===== config.mk =====
export PLATFORM = sky130hd
export DESIGN_NAME = lfu_cache_lru_tiebreak
export DESIGN_NICKNAME = d
export VERILOG_FILES = /design/src/lfc_pkg.sv /design/src/lfc_store.sv /design/src/lfu_cache_lru_tiebreak.sv
export VERILOG_INCLUDE_DIRS = /design/src /design/src/src
export SDC_FILE = /design/constraint.sdc
export NUM_CORES = 2
export LEC_CHECK = 0
export BUFFER_PORTS_ARGS = -buffer_cell sky130_fd_sc_hd__buf_2
export CAP_MARGIN = 20
export CORE_ASPECT_RATIO = 0.9
export CORE_MARGIN = 4
export CORE_UTILIZATION = 65
export DETAILED_ROUTE_END_ITERATION = 10
export PLACE_DENSITY = 0.82
export SYNTH_ARGS = -nofsm -noshare
export SYNTH_HDL_FRONTEND = slang
export SYNTH_HIERARCHICAL = 1
export SYNTH_SLANG_ARGS = --single-unit

===== constraint.sdc =====
create_clock -name clk -period 19.7 [get_ports clk]
set_input_delay 1.97 -clock clk [delete_from_list [all_inputs] [get_ports clk]]
set_output_delay 1.97 -clock clk [all_outputs]
set_load 0.1 [all_outputs]

===== src/lfu_cache_lru_tiebreak_assert.svh =====
// Assertion macros shared by the cache RTL.
// No dependencies; included by modules that carry concurrent assertions.
`ifndef LFU_CACHE_LRU_TIEBREAK_ASSERT_SVH
`define LFU_CACHE_LRU_TIEBREAK_ASSERT_SVH

// Same-cycle implication, disabled while reset is asserted.
`define LFC_ASSERT_IMP(label, clk, rst_n, ante, cons) \
  label: assert property (@(posedge clk) disable iff (!rst_n) (ante) |-> (cons)) \
    else $error("cache assertion failed");

// Next-cycle implication, disabled while reset is asserted.
`define LFC_ASSERT_NXT(label, clk, rst_n, ante, cons) \
  label: assert property (@(posedge clk) disable iff (!rst_n) (ante) |=> (cons)) \
    else $error("cache assertion failed");

`endif


===== src/lfc_pkg.sv =====
// Package for the LFU cache: sizes, action codes and the update command.
// No dependencies; used by lfc_store and lfu_cache_lru_tiebreak.
package lfc_pkg;

  localparam int MAX_ENTRIES = 16;
  localparam int IDX_W  = (MAX_ENTRIES > 1) ? $clog2(MAX_ENTRIES) : 1;
  localparam int RANK_W = IDX_W;
  localparam int FILL_W = $clog2(MAX_ENTRIES + 1);
  localparam int CAP_W  = 5;
  localparam int KEY_W  = 32;
  localparam int DATA_W = 32;
  localparam int CNT_W  = 32;

  localparam logic ACT_GET = 1'b0;
  localparam logic ACT_PUT = 1'b1;

  // One write command from the sequencer to the entry store.
  typedef struct packed {
    logic              en;
    logic              bump;
    logic              wr_data;
    logic              ins;
    logic              evict;
    logic [IDX_W-1:0]  slot;
    logic [IDX_W-1:0]  evict_slot;
    logic [RANK_W-1:0] ref_rank;
    logic [CNT_W-1:0]  count;
    logic [KEY_W-1:0]  key;
    logic [DATA_W-1:0] data;
  } upd_cmd_t;

endpackage


===== src/lfc_store.sv =====
// Entry store of the LFU cache: keys, data, use counts, recency ranks, valid bits.
// Depends on lfc_pkg; one read index per cycle, one update command per item.
module lfc_store
  import lfc_pkg::*;
(
  input  logic              clk,
  input  logic              rst_n,
  input  logic [IDX_W-1:0]  rd_idx,
  output logic              rd_valid,
  output logic [KEY_W-1:0]  rd_key,
  output logic [DATA_W-1:0] rd_data,
  output logic [CNT_W-1:0]  rd_cnt,
  output logic [RANK_W-1:0] rd_rank,
  output logic [MAX_ENTRIES-1:0] valid_vec,
  input  upd_cmd_t          cmd
);

  logic [MAX_ENTRIES-1:0] valid_r;
  logic [MAX_ENTRIES-1:0] valid_nxt;
  logic [KEY_W-1:0]  key_r   [MAX_ENTRIES];
  logic [DATA_W-1:0] data_r  [MAX_ENTRIES];
  logic [CNT_W-1:0]  cnt_r   [MAX_ENTRIES];
  logic [RANK_W-1:0] rank_r  [MAX_ENTRIES];
  logic [RANK_W-1:0] rank_nxt[MAX_ENTRIES];

  assign rd_valid  = valid_r[rd_idx];
  assign rd_key    = key_r[rd_idx];
  assign rd_data   = data_r[rd_idx];
  assign rd_cnt    = cnt_r[rd_idx];
  assign rd_rank   = rank_r[rd_idx];
  assign valid_vec = valid_r;

  always_comb begin
    valid_nxt = valid_r;
    if (cmd.en && cmd.evict) begin
      valid_nxt[cmd.evict_slot] = 1'b0;
    end
    if (cmd.en && cmd.ins) begin
      valid_nxt[cmd.slot] = 1'b1;
    end
  end

  // Each rank moves on its own: a bump ages the entries that were more recent
  // than the bumped one, an insert ages all survivors after closing the gap
  // left by the victim.
  always_comb begin
    for (int i = 0; i < MAX_ENTRIES; i++) begin
      rank_nxt[i] = rank_r[i];
      if (cmd.en && cmd.bump) begin
        if (IDX_W'(i) == cmd.slot) begin
          rank_nxt[i] = '0;
        end else if (valid_r[i] && rank_r[i] < cmd.ref_rank) begin
          rank_nxt[i] = rank_r[i] + 1'b1;
        end
      end else if (cmd.en && cmd.ins) begin
        if (IDX_W'(i) == cmd.slot) begin
          rank_nxt[i] = '0;
        end else if (valid_r[i] && !(cmd.evict && IDX_W'(i) == cmd.evict_slot)) begin
          if (cmd.evict && rank_r[i] > cmd.ref_rank) begin
            rank_nxt[i] = rank_r[i];
          end else begin
            rank_nxt[i] = rank_r[i] + 1'b1;
          end
        end
      end
    end
  end

  always_ff @(posedge clk) begin
    if (!rst_n) begin
      valid_r <= '0;
    end else begin
      valid_r <= valid_nxt;
    end
  end

  always_ff @(posedge clk) begin
    for (int i = 0; i < MAX_ENTRIES; i++) begin
      rank_r[i] <= rank_nxt[i];
    end
    if (cmd.en && (cmd.bump || cmd.ins)) begin
      cnt_r[cmd.slot] <= cmd.count;
    end
    if (cmd.en && cmd.wr_data) begin
      data_r[cmd.slot] <= cmd.data;
    end
    if (cmd.en && cmd.ins) begin
      key_r[cmd.slot] <= cmd.key;
    end
  end

endmodule


===== src/lfu_cache_lru_tiebreak.sv =====
// LFU cache with LRU tie-break: a fully associative key-value store of
// MAX_ENTRIES entries (16) with least-frequently-used replacement.
//
// Channels: the in_ channel carries one item (action get/put, key, value);
// the out_ channel returns one result per item (hit, read_value, evicted,
// evicted_key). Both use valid/ready. The cfg_ channel writes the capacity
// register; users do so only while the block is idle (unchecked). cfg_ready
// is always high.
// Flow: an accepted item scans the store one entry per cycle through a
// single key/count compare unit, then commits its update in the update
// state once the output register is free. out_valid is registered and rises
// as the block returns to idle, so a new item can be taken while the result
// waits; it is not taken before the last item has committed.
//
// Reset: all entries become invalid, the fill level is zero and capacity is
// 16. There is no clearing pass; the block is ready right after reset.
// Stall: a finished result waits in the output register; a following item
// may be taken and scanned meanwhile, and it holds in its update cycle until
// the output register is free.
`include "lfu_cache_lru_tiebreak_assert.svh"

module lfu_cache_lru_tiebreak
  import lfc_pkg::*;
(
  input  logic              clk,
  input  logic              rst_n,
  input  logic              in_valid,
  output logic              in_ready,
  input  logic              in_action,
  input  logic [KEY_W-1:0]  in_key,
  input  logic [DATA_W-1:0] in_value,
  output logic              out_valid,
  input  logic              out_ready,
  output logic              out_hit,
  output logic [DATA_W-1:0] out_read_value,
  output logic              out_evicted,
  output logic [KEY_W-1:0]  out_evicted_key,
  input  logic              cfg_valid,
  output logic              cfg_ready,
  input  logic [CAP_W-1:0]  cfg_capacity
);

  typedef enum logic [1:0] {ST_IDLE, ST_SCAN, ST_UPD} state_t;

  state_t            state_r, state_nxt;
  logic [IDX_W-1:0]  idx_r, idx_nxt;
  logic [CAP_W-1:0]  cap_r, cap_nxt;
  logic [FILL_W-1:0] fill_r, fill_nxt;
  logic              act_r, act_nxt;
  logic [KEY_W-1:0]  key_r, key_nxt;
  logic [DATA_W-1:0] val_r, val_nxt;

  logic              m_found_r, m_found_nxt;
  logic [IDX_W-1:0]  m_slot_r, m_slot_nxt;
  logic [DATA_W-1:0] m_data_r, m_data_nxt;
  logic [CNT_W-1:0]  m_cnt_r, m_cnt_nxt;
  logic [RANK_W-1:0] m_rank_r, m_rank_nxt;

  logic              v_found_r, v_found_nxt;
  logic [IDX_W-1:0]  v_slot_r, v_slot_nxt;
  logic [KEY_W-1:0]  v_key_r, v_key_nxt;
  logic [CNT_W-1:0]  v_cnt_r, v_cnt_nxt;
  logic [RANK_W-1:0] v_rank_r, v_rank_nxt;

  logic              f_found_r, f_found_nxt;
  logic [IDX_W-1:0]  f_slot_r, f_slot_nxt;

  logic              out_valid_r, out_valid_nxt;
  logic              out_hit_r, out_hit_nxt;
  logic [DATA_W-1:0] out_rv_r, out_rv_nxt;
  logic              out_ev_r, out_ev_nxt;
  logic [KEY_W-1:0]  out_ek_r, out_ek_nxt;

  logic              rd_valid;
  logic [KEY_W-1:0]  rd_key;
  logic [DATA_W-1:0] rd_data;
  logic [CNT_W-1:0]  rd_cnt;
  logic [RANK_W-1:0] rd_rank;
  logic [MAX_ENTRIES-1:0] entry_valid;

  logic              is_match;
  logic              is_better;
  logic [FILL_W-1:0] cap_eff;
  logic [CNT_W-1:0]  cnt_inc;
  logic              commit;
  logic              do_evict;
  logic              do_ins;
  upd_cmd_t          cmd;

  lfc_store u_store (
    .clk       (clk),
    .rst_n     (rst_n),
    .rd_idx    (idx_r),
    .rd_valid  (rd_valid),
    .rd_key    (rd_key),
    .rd_data   (rd_data),
    .rd_cnt    (rd_cnt),
    .rd_rank   (rd_rank),
    .valid_vec (entry_valid),
    .cmd       (cmd)
  );

  assign in_ready        = (state_r == ST_IDLE);
  assign cfg_ready       = 1'b1;
  assign out_valid       = out_valid_r;
  assign out_hit         = out_hit_r;
  assign out_read_value  = out_rv_r;
  assign out_evicted     = out_ev_r;
  assign out_evicted_key = out_ek_r;

  assign cap_eff = (32'(cap_r) > MAX_ENTRIES) ? FILL_W'(MAX_ENTRIES) : FILL_W'(cap_r);
  assign cnt_inc = (&m_cnt_r) ? m_cnt_r : m_cnt_r + 1'b1;
  assign commit  = (state_r == ST_UPD) && (!out_valid_r || out_ready);

  // Shared compare unit: key match and victim order for the entry under scan.
  assign is_match  = rd_valid && (rd_key == key_r) && !m_found_r;
  assign is_better = rd_valid && (!v_found_r || rd_cnt < v_cnt_r ||
                     (rd_cnt == v_cnt_r && rd_rank > v_rank_r));

  always_comb begin
    do_evict = 1'b0;
    do_ins   = 1'b0;
    cmd      = '0;
    cmd.en   = commit;
    cmd.key  = key_r;
    cmd.data = val_r;
    if (act_r == ACT_GET) begin
      if (m_found_r) begin
        cmd.bump     = 1'b1;
        cmd.slot     = m_slot_r;
        cmd.ref_rank = m_rank_r;
        cmd.count    = cnt_inc;
      end
    end else if (cap_eff != '0) begin
      if (m_found_r) begin
        cmd.bump     = 1'b1;
        cmd.wr_data  = 1'b1;
        cmd.slot     = m_slot_r;
        cmd.ref_rank = m_rank_r;
        cmd.count    = cnt_inc;
      end else begin
        do_evict = (fill_r >= cap_eff) && v_found_r;
        do_ins   = do_evict || f_found_r;
        cmd.evict      = do_evict;
        cmd.evict_slot = v_slot_r;
        cmd.ref_rank   = v_rank_r;
        cmd.ins        = do_ins;
        cmd.wr_data    = do_ins;
        cmd.count      = CNT_W'(1);
        // The lowest free slot takes the new entry, the victim's included.
        if (do_evict && !(f_found_r && f_slot_r < v_slot_r)) begin
          cmd.slot = v_slot_r;
        end else begin
          cmd.slot = f_slot_r;
        end
      end
    end
  end

  always_comb begin
    state_nxt   = state_r;
    idx_nxt     = idx_r;
    cap_nxt     = cap_r;
    fill_nxt    = fill_r;
    act_nxt     = act_r;
    key_nxt     = key_r;
    val_nxt     = val_r;
    m_found_nxt = m_found_r;
    m_slot_nxt  = m_slot_r;
    m_data_nxt  = m_data_r;
    m_cnt_nxt   = m_cnt_r;
    m_rank_nxt  = m_rank_r;
    v_found_nxt = v_found_r;
    v_slot_nxt  = v_slot_r;
    v_key_nxt   = v_key_r;
    v_cnt_nxt   = v_cnt_r;
    v_rank_nxt  = v_rank_r;
    f_found_nxt = f_found_r;
    f_slot_nxt  = f_slot_r;
    out_valid_nxt = out_valid_r && !out_ready;
    out_hit_nxt   = out_hit_r;
    out_rv_nxt    = out_rv_r;
    out_ev_nxt    = out_ev_r;
    out_ek_nxt    = out_ek_r;

    if (cfg_valid) begin
      cap_nxt = cfg_capacity;
    end

    unique case (state_r)
      ST_IDLE: begin
        if (in_valid) begin
          act_nxt     = in_action;
          key_nxt     = in_key;
          val_nxt     = in_value;
          idx_nxt     = '0;
          m_found_nxt = 1'b0;
          v_found_nxt = 1'b0;
          f_found_nxt = 1'b0;
          state_nxt   = ST_SCAN;
        end
      end
      ST_SCAN: begin
        if (is_match) begin
          m_found_nxt = 1'b1;
          m_slot_nxt  = idx_r;
          m_data_nxt  = rd_data;
          m_cnt_nxt   = rd_cnt;
          m_rank_nxt  = rd_rank;
        end
        if (is_better) begin
          v_found_nxt = 1'b1;
          v_slot_nxt  = idx_r;
          v_key_nxt   = rd_key;
          v_cnt_nxt   = rd_cnt;
          v_rank_nxt  = rd_rank;
        end
        if (!rd_valid && !f_found_r) begin
          f_found_nxt = 1'b1;
          f_slot_nxt  = idx_r;
        end
        if (idx_r == IDX_W'(MAX_ENTRIES - 1)) begin
          state_nxt = ST_UPD;
        end else begin
          idx_nxt = idx_r + 1'b1;
        end
      end
      ST_UPD: begin
        if (commit) begin
          out_valid_nxt = 1'b1;
          out_hit_nxt   = m_found_r;
          out_rv_nxt    = (act_r == ACT_GET && m_found_r) ? m_data_r : '0;
          out_ev_nxt    = do_evict;
          out_ek_nxt    = do_evict ? v_key_r : '0;
          fill_nxt      = fill_r - FILL_W'(do_evict) + FILL_W'(do_ins);
          state_nxt     = ST_IDLE;
        end
      end
      default: state_nxt = ST_IDLE;
    endcase
  end

  always_ff @(posedge clk) begin
    if (!rst_n) begin
      state_r     <= ST_IDLE;
      cap_r       <= CAP_W'(16);
      fill_r      <= '0;
      out_valid_r <= 1'b0;
      idx_r       <= '0;
      m_found_r   <= 1'b0;
      v_found_r   <= 1'b0;
      f_found_r   <= 1'b0;
    end else begin
      state_r     <= state_nxt;
      cap_r       <= cap_nxt;
      fill_r      <= fill_nxt;
      out_valid_r <= out_valid_nxt;
      idx_r       <= idx_nxt;
      m_found_r   <= m_found_nxt;
      v_found_r   <= v_found_nxt;
      f_found_r   <= f_found_nxt;
    end
    act_r    <= act_nxt;
    key_r    <= key_nxt;
    val_r    <= val_nxt;
    m_slot_r <= m_slot_nxt;
    m_data_r <= m_data_nxt;
    m_cnt_r  <= m_cnt_nxt;
    m_rank_r <= m_rank_nxt;
    v_slot_r <= v_slot_nxt;
    v_key_r  <= v_key_nxt;
    v_cnt_r  <= v_cnt_nxt;
    v_rank_r <= v_rank_nxt;
    f_slot_r <= f_slot_nxt;
    out_hit_r <= out_hit_nxt;
    out_rv_r  <= out_rv_nxt;
    out_ev_r  <= out_ev_nxt;
    out_ek_r  <= out_ek_nxt;
  end

  `LFC_ASSERT_IMP(a_fill_matches_valid, clk, rst_n, 1'b1,
                  $countones(entry_valid) == 32'(fill_r))
  `LFC_ASSERT_IMP(a_victim_is_valid, clk, rst_n, commit && cmd.evict,
                  entry_valid[cmd.evict_slot])
  `LFC_ASSERT_IMP(a_insert_into_free, clk, rst_n, commit && cmd.ins && !cmd.evict,
                  !entry_valid[cmd.slot])
  `LFC_ASSERT_NXT(a_insert_marks_valid, clk, rst_n, commit && cmd.ins,
                  entry_valid[$past(cmd.slot)])
  `LFC_ASSERT_IMP(a_evict_only_on_miss, clk, rst_n, out_valid_r && out_ev_r,
                  !out_hit_r)

endmodule


==> impl_metrics.tcl <==
set metrics [dict create \
    critPathMaxFanout 45 \
    critPathKind "flop to flop" \
    synthArstFlopShare 0 \
    dp_hpwl_microns 93900 \
    outcome "finished clean" \
    synthAdderAreaFrac 0.0218 \
    grt_pass1_vias 41800 \
    max-clock-path-buffers 3 \
    period_minus_slack_ns 7.64 \
    place.port_buffers 142 \
    critPathArrivalTime_ns 8.09 \
    num_rows 118 \
    power_density_mw_per_mm2 95.1 \
    cts.sink_count 1915 \
    ant_nets 0 \
    muxShareOfSynthArea 0.121 \
    antenna_found_initial 4 \
    syn_nets 4054 \
    path_common_cell "buf_4" \
    maxSlewViolCount 0 \
    post-cts-setup-buffers 0 \
    rr_worst_depth 14 \
    worst_pin_slew_ns 1.12 \
    max_cap_violations 0 \
    core_sq_mm 0.116 \
    fill_cells 6281 \
    final_nets 4286 \
    area_delta_synth_final_pct 11.2 \
    grt_max_degree 128 \
    whs_path_depth 1 \
    crit_chain "buf_4 -> buf_4 -> buf_4 -> mux4_2 -> a22oi_1 -> nand2_1 -> ha_1 -> nand4_1 -> or4_1 -> nor3_2 -> o2111ai_1 -> and2_1 -> o22ai_4 -> buf_4" \
    final_core_util 0.732 \
    hold_violations 0 \
    leakagePower_nw 27.6 \
    initial_core_util 0.658 \
    synth_edf_count 1879 \
    synth_top_family_by_area "multiplexers" \
    area.sequential_sq_mm 0.0572 \
    vias_per_cell 7.02 \
    final_design_area_no_fill_sq_mm 0.0847 \
    setup_viol_count_final 0 \
    routed-via-count 40600 \
    placed_cell_area_sq_mm 0.0790 \
    cts_tree "done" \
    grt_overflow 0 \
    cp-start-kind "flop" \
    clock_latency_ns 0.84 \
    wl_per_cell_microns 33.1 \
    io_pins 144 \
    drt_wl_total_microns 192000 \
    slowest_delay_ns 0.77 \
    timing.fmax_mhz 131 \
    holdBufCountCts 0 \
    grt.total_usage 0.317 \
    final-instance-count-excl-fill 5786 \
    grt_pass1_wl_microns 283000 \
    avgSynthCellArea_sq_um 19.8 \
    synth_compound_area_frac 0.0370 \
    die_y_microns 333 \
    mostFrequentLayoutCells "edfxtp_1, mux4_2, a22oi_1, clkbuf_16, nand2_1" \
    relSlewSlack 0.257 \
    drc 0 \
    synth-xor-area-share 0.0113 \
    yosysWarnings 6 \
    dieArea_sq_mm 0.123 \
    drtIter0Drc 6619 \
    yosysUniqueCellTypes 69 \
    h-tree-depth 4 \
    clk_pin_slew_worst_paths_ns 0.06 \
    synthCells 3847 \
    synth_area_sq_mm 0.0762 \
    endpoint_kind "flop" \
    tns_ns 0 \
    ctsResizeCount 0 \
    critPathSlowestCell "o22ai_4" \
    drive_above_1_share 0.230 \
    multi_input_area_sq_mm 0.0182 \
    die_w_microns 369 \
    synth-main-ff-cell "edfxtp_1" \
    hp-class "flop to flop" \
    place.gp.congestion 0.873 \
    numCtsBuffers 175 \
    ir_drop_uv 124 \
    rsz0062_at_grt "false" \
    fin_skew_ns 0.0606 \
    period_share 0.388 \
    final_common_cell "edfxtp_1" \
    yosys.area_share.simple 0.0423 \
    dr.pass1.iters 6 \
    worstPathRequired_ns 20.15 \
    placedCellCount 5456 \
    synth-seq-cells 1915 \
    root_buffer "clkbuf_16" \
    seq_area_frac_synth 0.750 \
]
## area by class of cell
cell class	count	area share
flip-flops and latches	1915	0.674
multi-input cells	1675	0.215
clock buffers	208	0.0539
well taps	1560	0.0230
repair buffers	240	0.0179
clock inverters	114	0.0124
inverters	72	0.00322
diodes	2	0.0000591
## cells in the mapped netlist (40+ instances only)
cell         n  area (sq um)
o21a_1      60           450
xor2_1      55           482
buf_2       52           260
o21ai_0     50           250
clkbuf_1    90           338
mux4_2     404          9100
nand3_1     47           235
inv_1       72           270
and3_1      40           250
ha_1       131          1640
a22oi_1    204          1530
nand2_1    156           586
nor2_1     148           556
xnor2_1     43           377
and2_1      56           350
edfxtp_1  1879         56400
## metal layers
metal	vias to the layer above	wire, microns	global-route usage
li1	16200	-	-
met3	566	22600	0.0609
met4	6	8170	0.131
met2	3154	93500	0.505
met1	20700	67200	0.441
met5	-	34	0
## registers in the layout, indices dropped and copies added (netlist names), 64 cells and up
| name | flops |
|---|---|
| u_store/cnt_r | 512 |
| u_store/data_r | 512 |
| u_store/key_r | 512 |
| u_store/rank_r | 64 |
## stage by stage
stage / hold slack (ns) / power (mW) / setup slack, ns
after global placement: 0.500 / 4.79 / 12.15
after floorplan: 0.467 / 4.73 / 10.74
final: 0.521 / 8.06 / 12.06
after global routing: 0.532 / 8.31 / 11.41
after CTS: 0.516 / 8.10 / 11.91
after detailed placement: 0.510 / 4.80 / 11.96
## cell families (layout without fill, tap and decap cells)
kind of cell,after synthesis,count (layout)
buffers and inverters,257,634
muxes,416,416
and+or+nand+nor,624,624
other,1,3
AOI/OAI and AO/OA,404,404
adders and majority gates,132,132
xor gates and xnor gates,98,98
DFF,1915,1915
## report_power, final
part	switching, mW	internal [mW]	total, mW
registers	0.0348	4.46	4.49
clock network	1.52	1.83	3.35
logic	0.120	0.102	0.223
## critical path, delay by kind of cell, from the launching register on
kind,cells,cell delay [ns]
multiplexers,1,0.60
flip-flops,1,0.70
buffers and inverters,4,2.88
AO/OA/AOI/OAI,3,1.16
adder cells (fa/ha/maj),1,0.33
AND/OR/NAND/NOR,5,1.41
## path summary, 6_finish.rpt
check / from / endpoint / slack, ns
worst max-delay path: idx_r[0] / v_key_r[30] / 12.06
worst min-delay path: m_data_r[12] / out_read_value[12] / 0.52
worst max register to register: idx_r[0] / v_key_r[30] / 12.06
worst min register to register: m_data_r[12] / out_read_value[12] / 0.52
(Power assumes the default switching activity.)
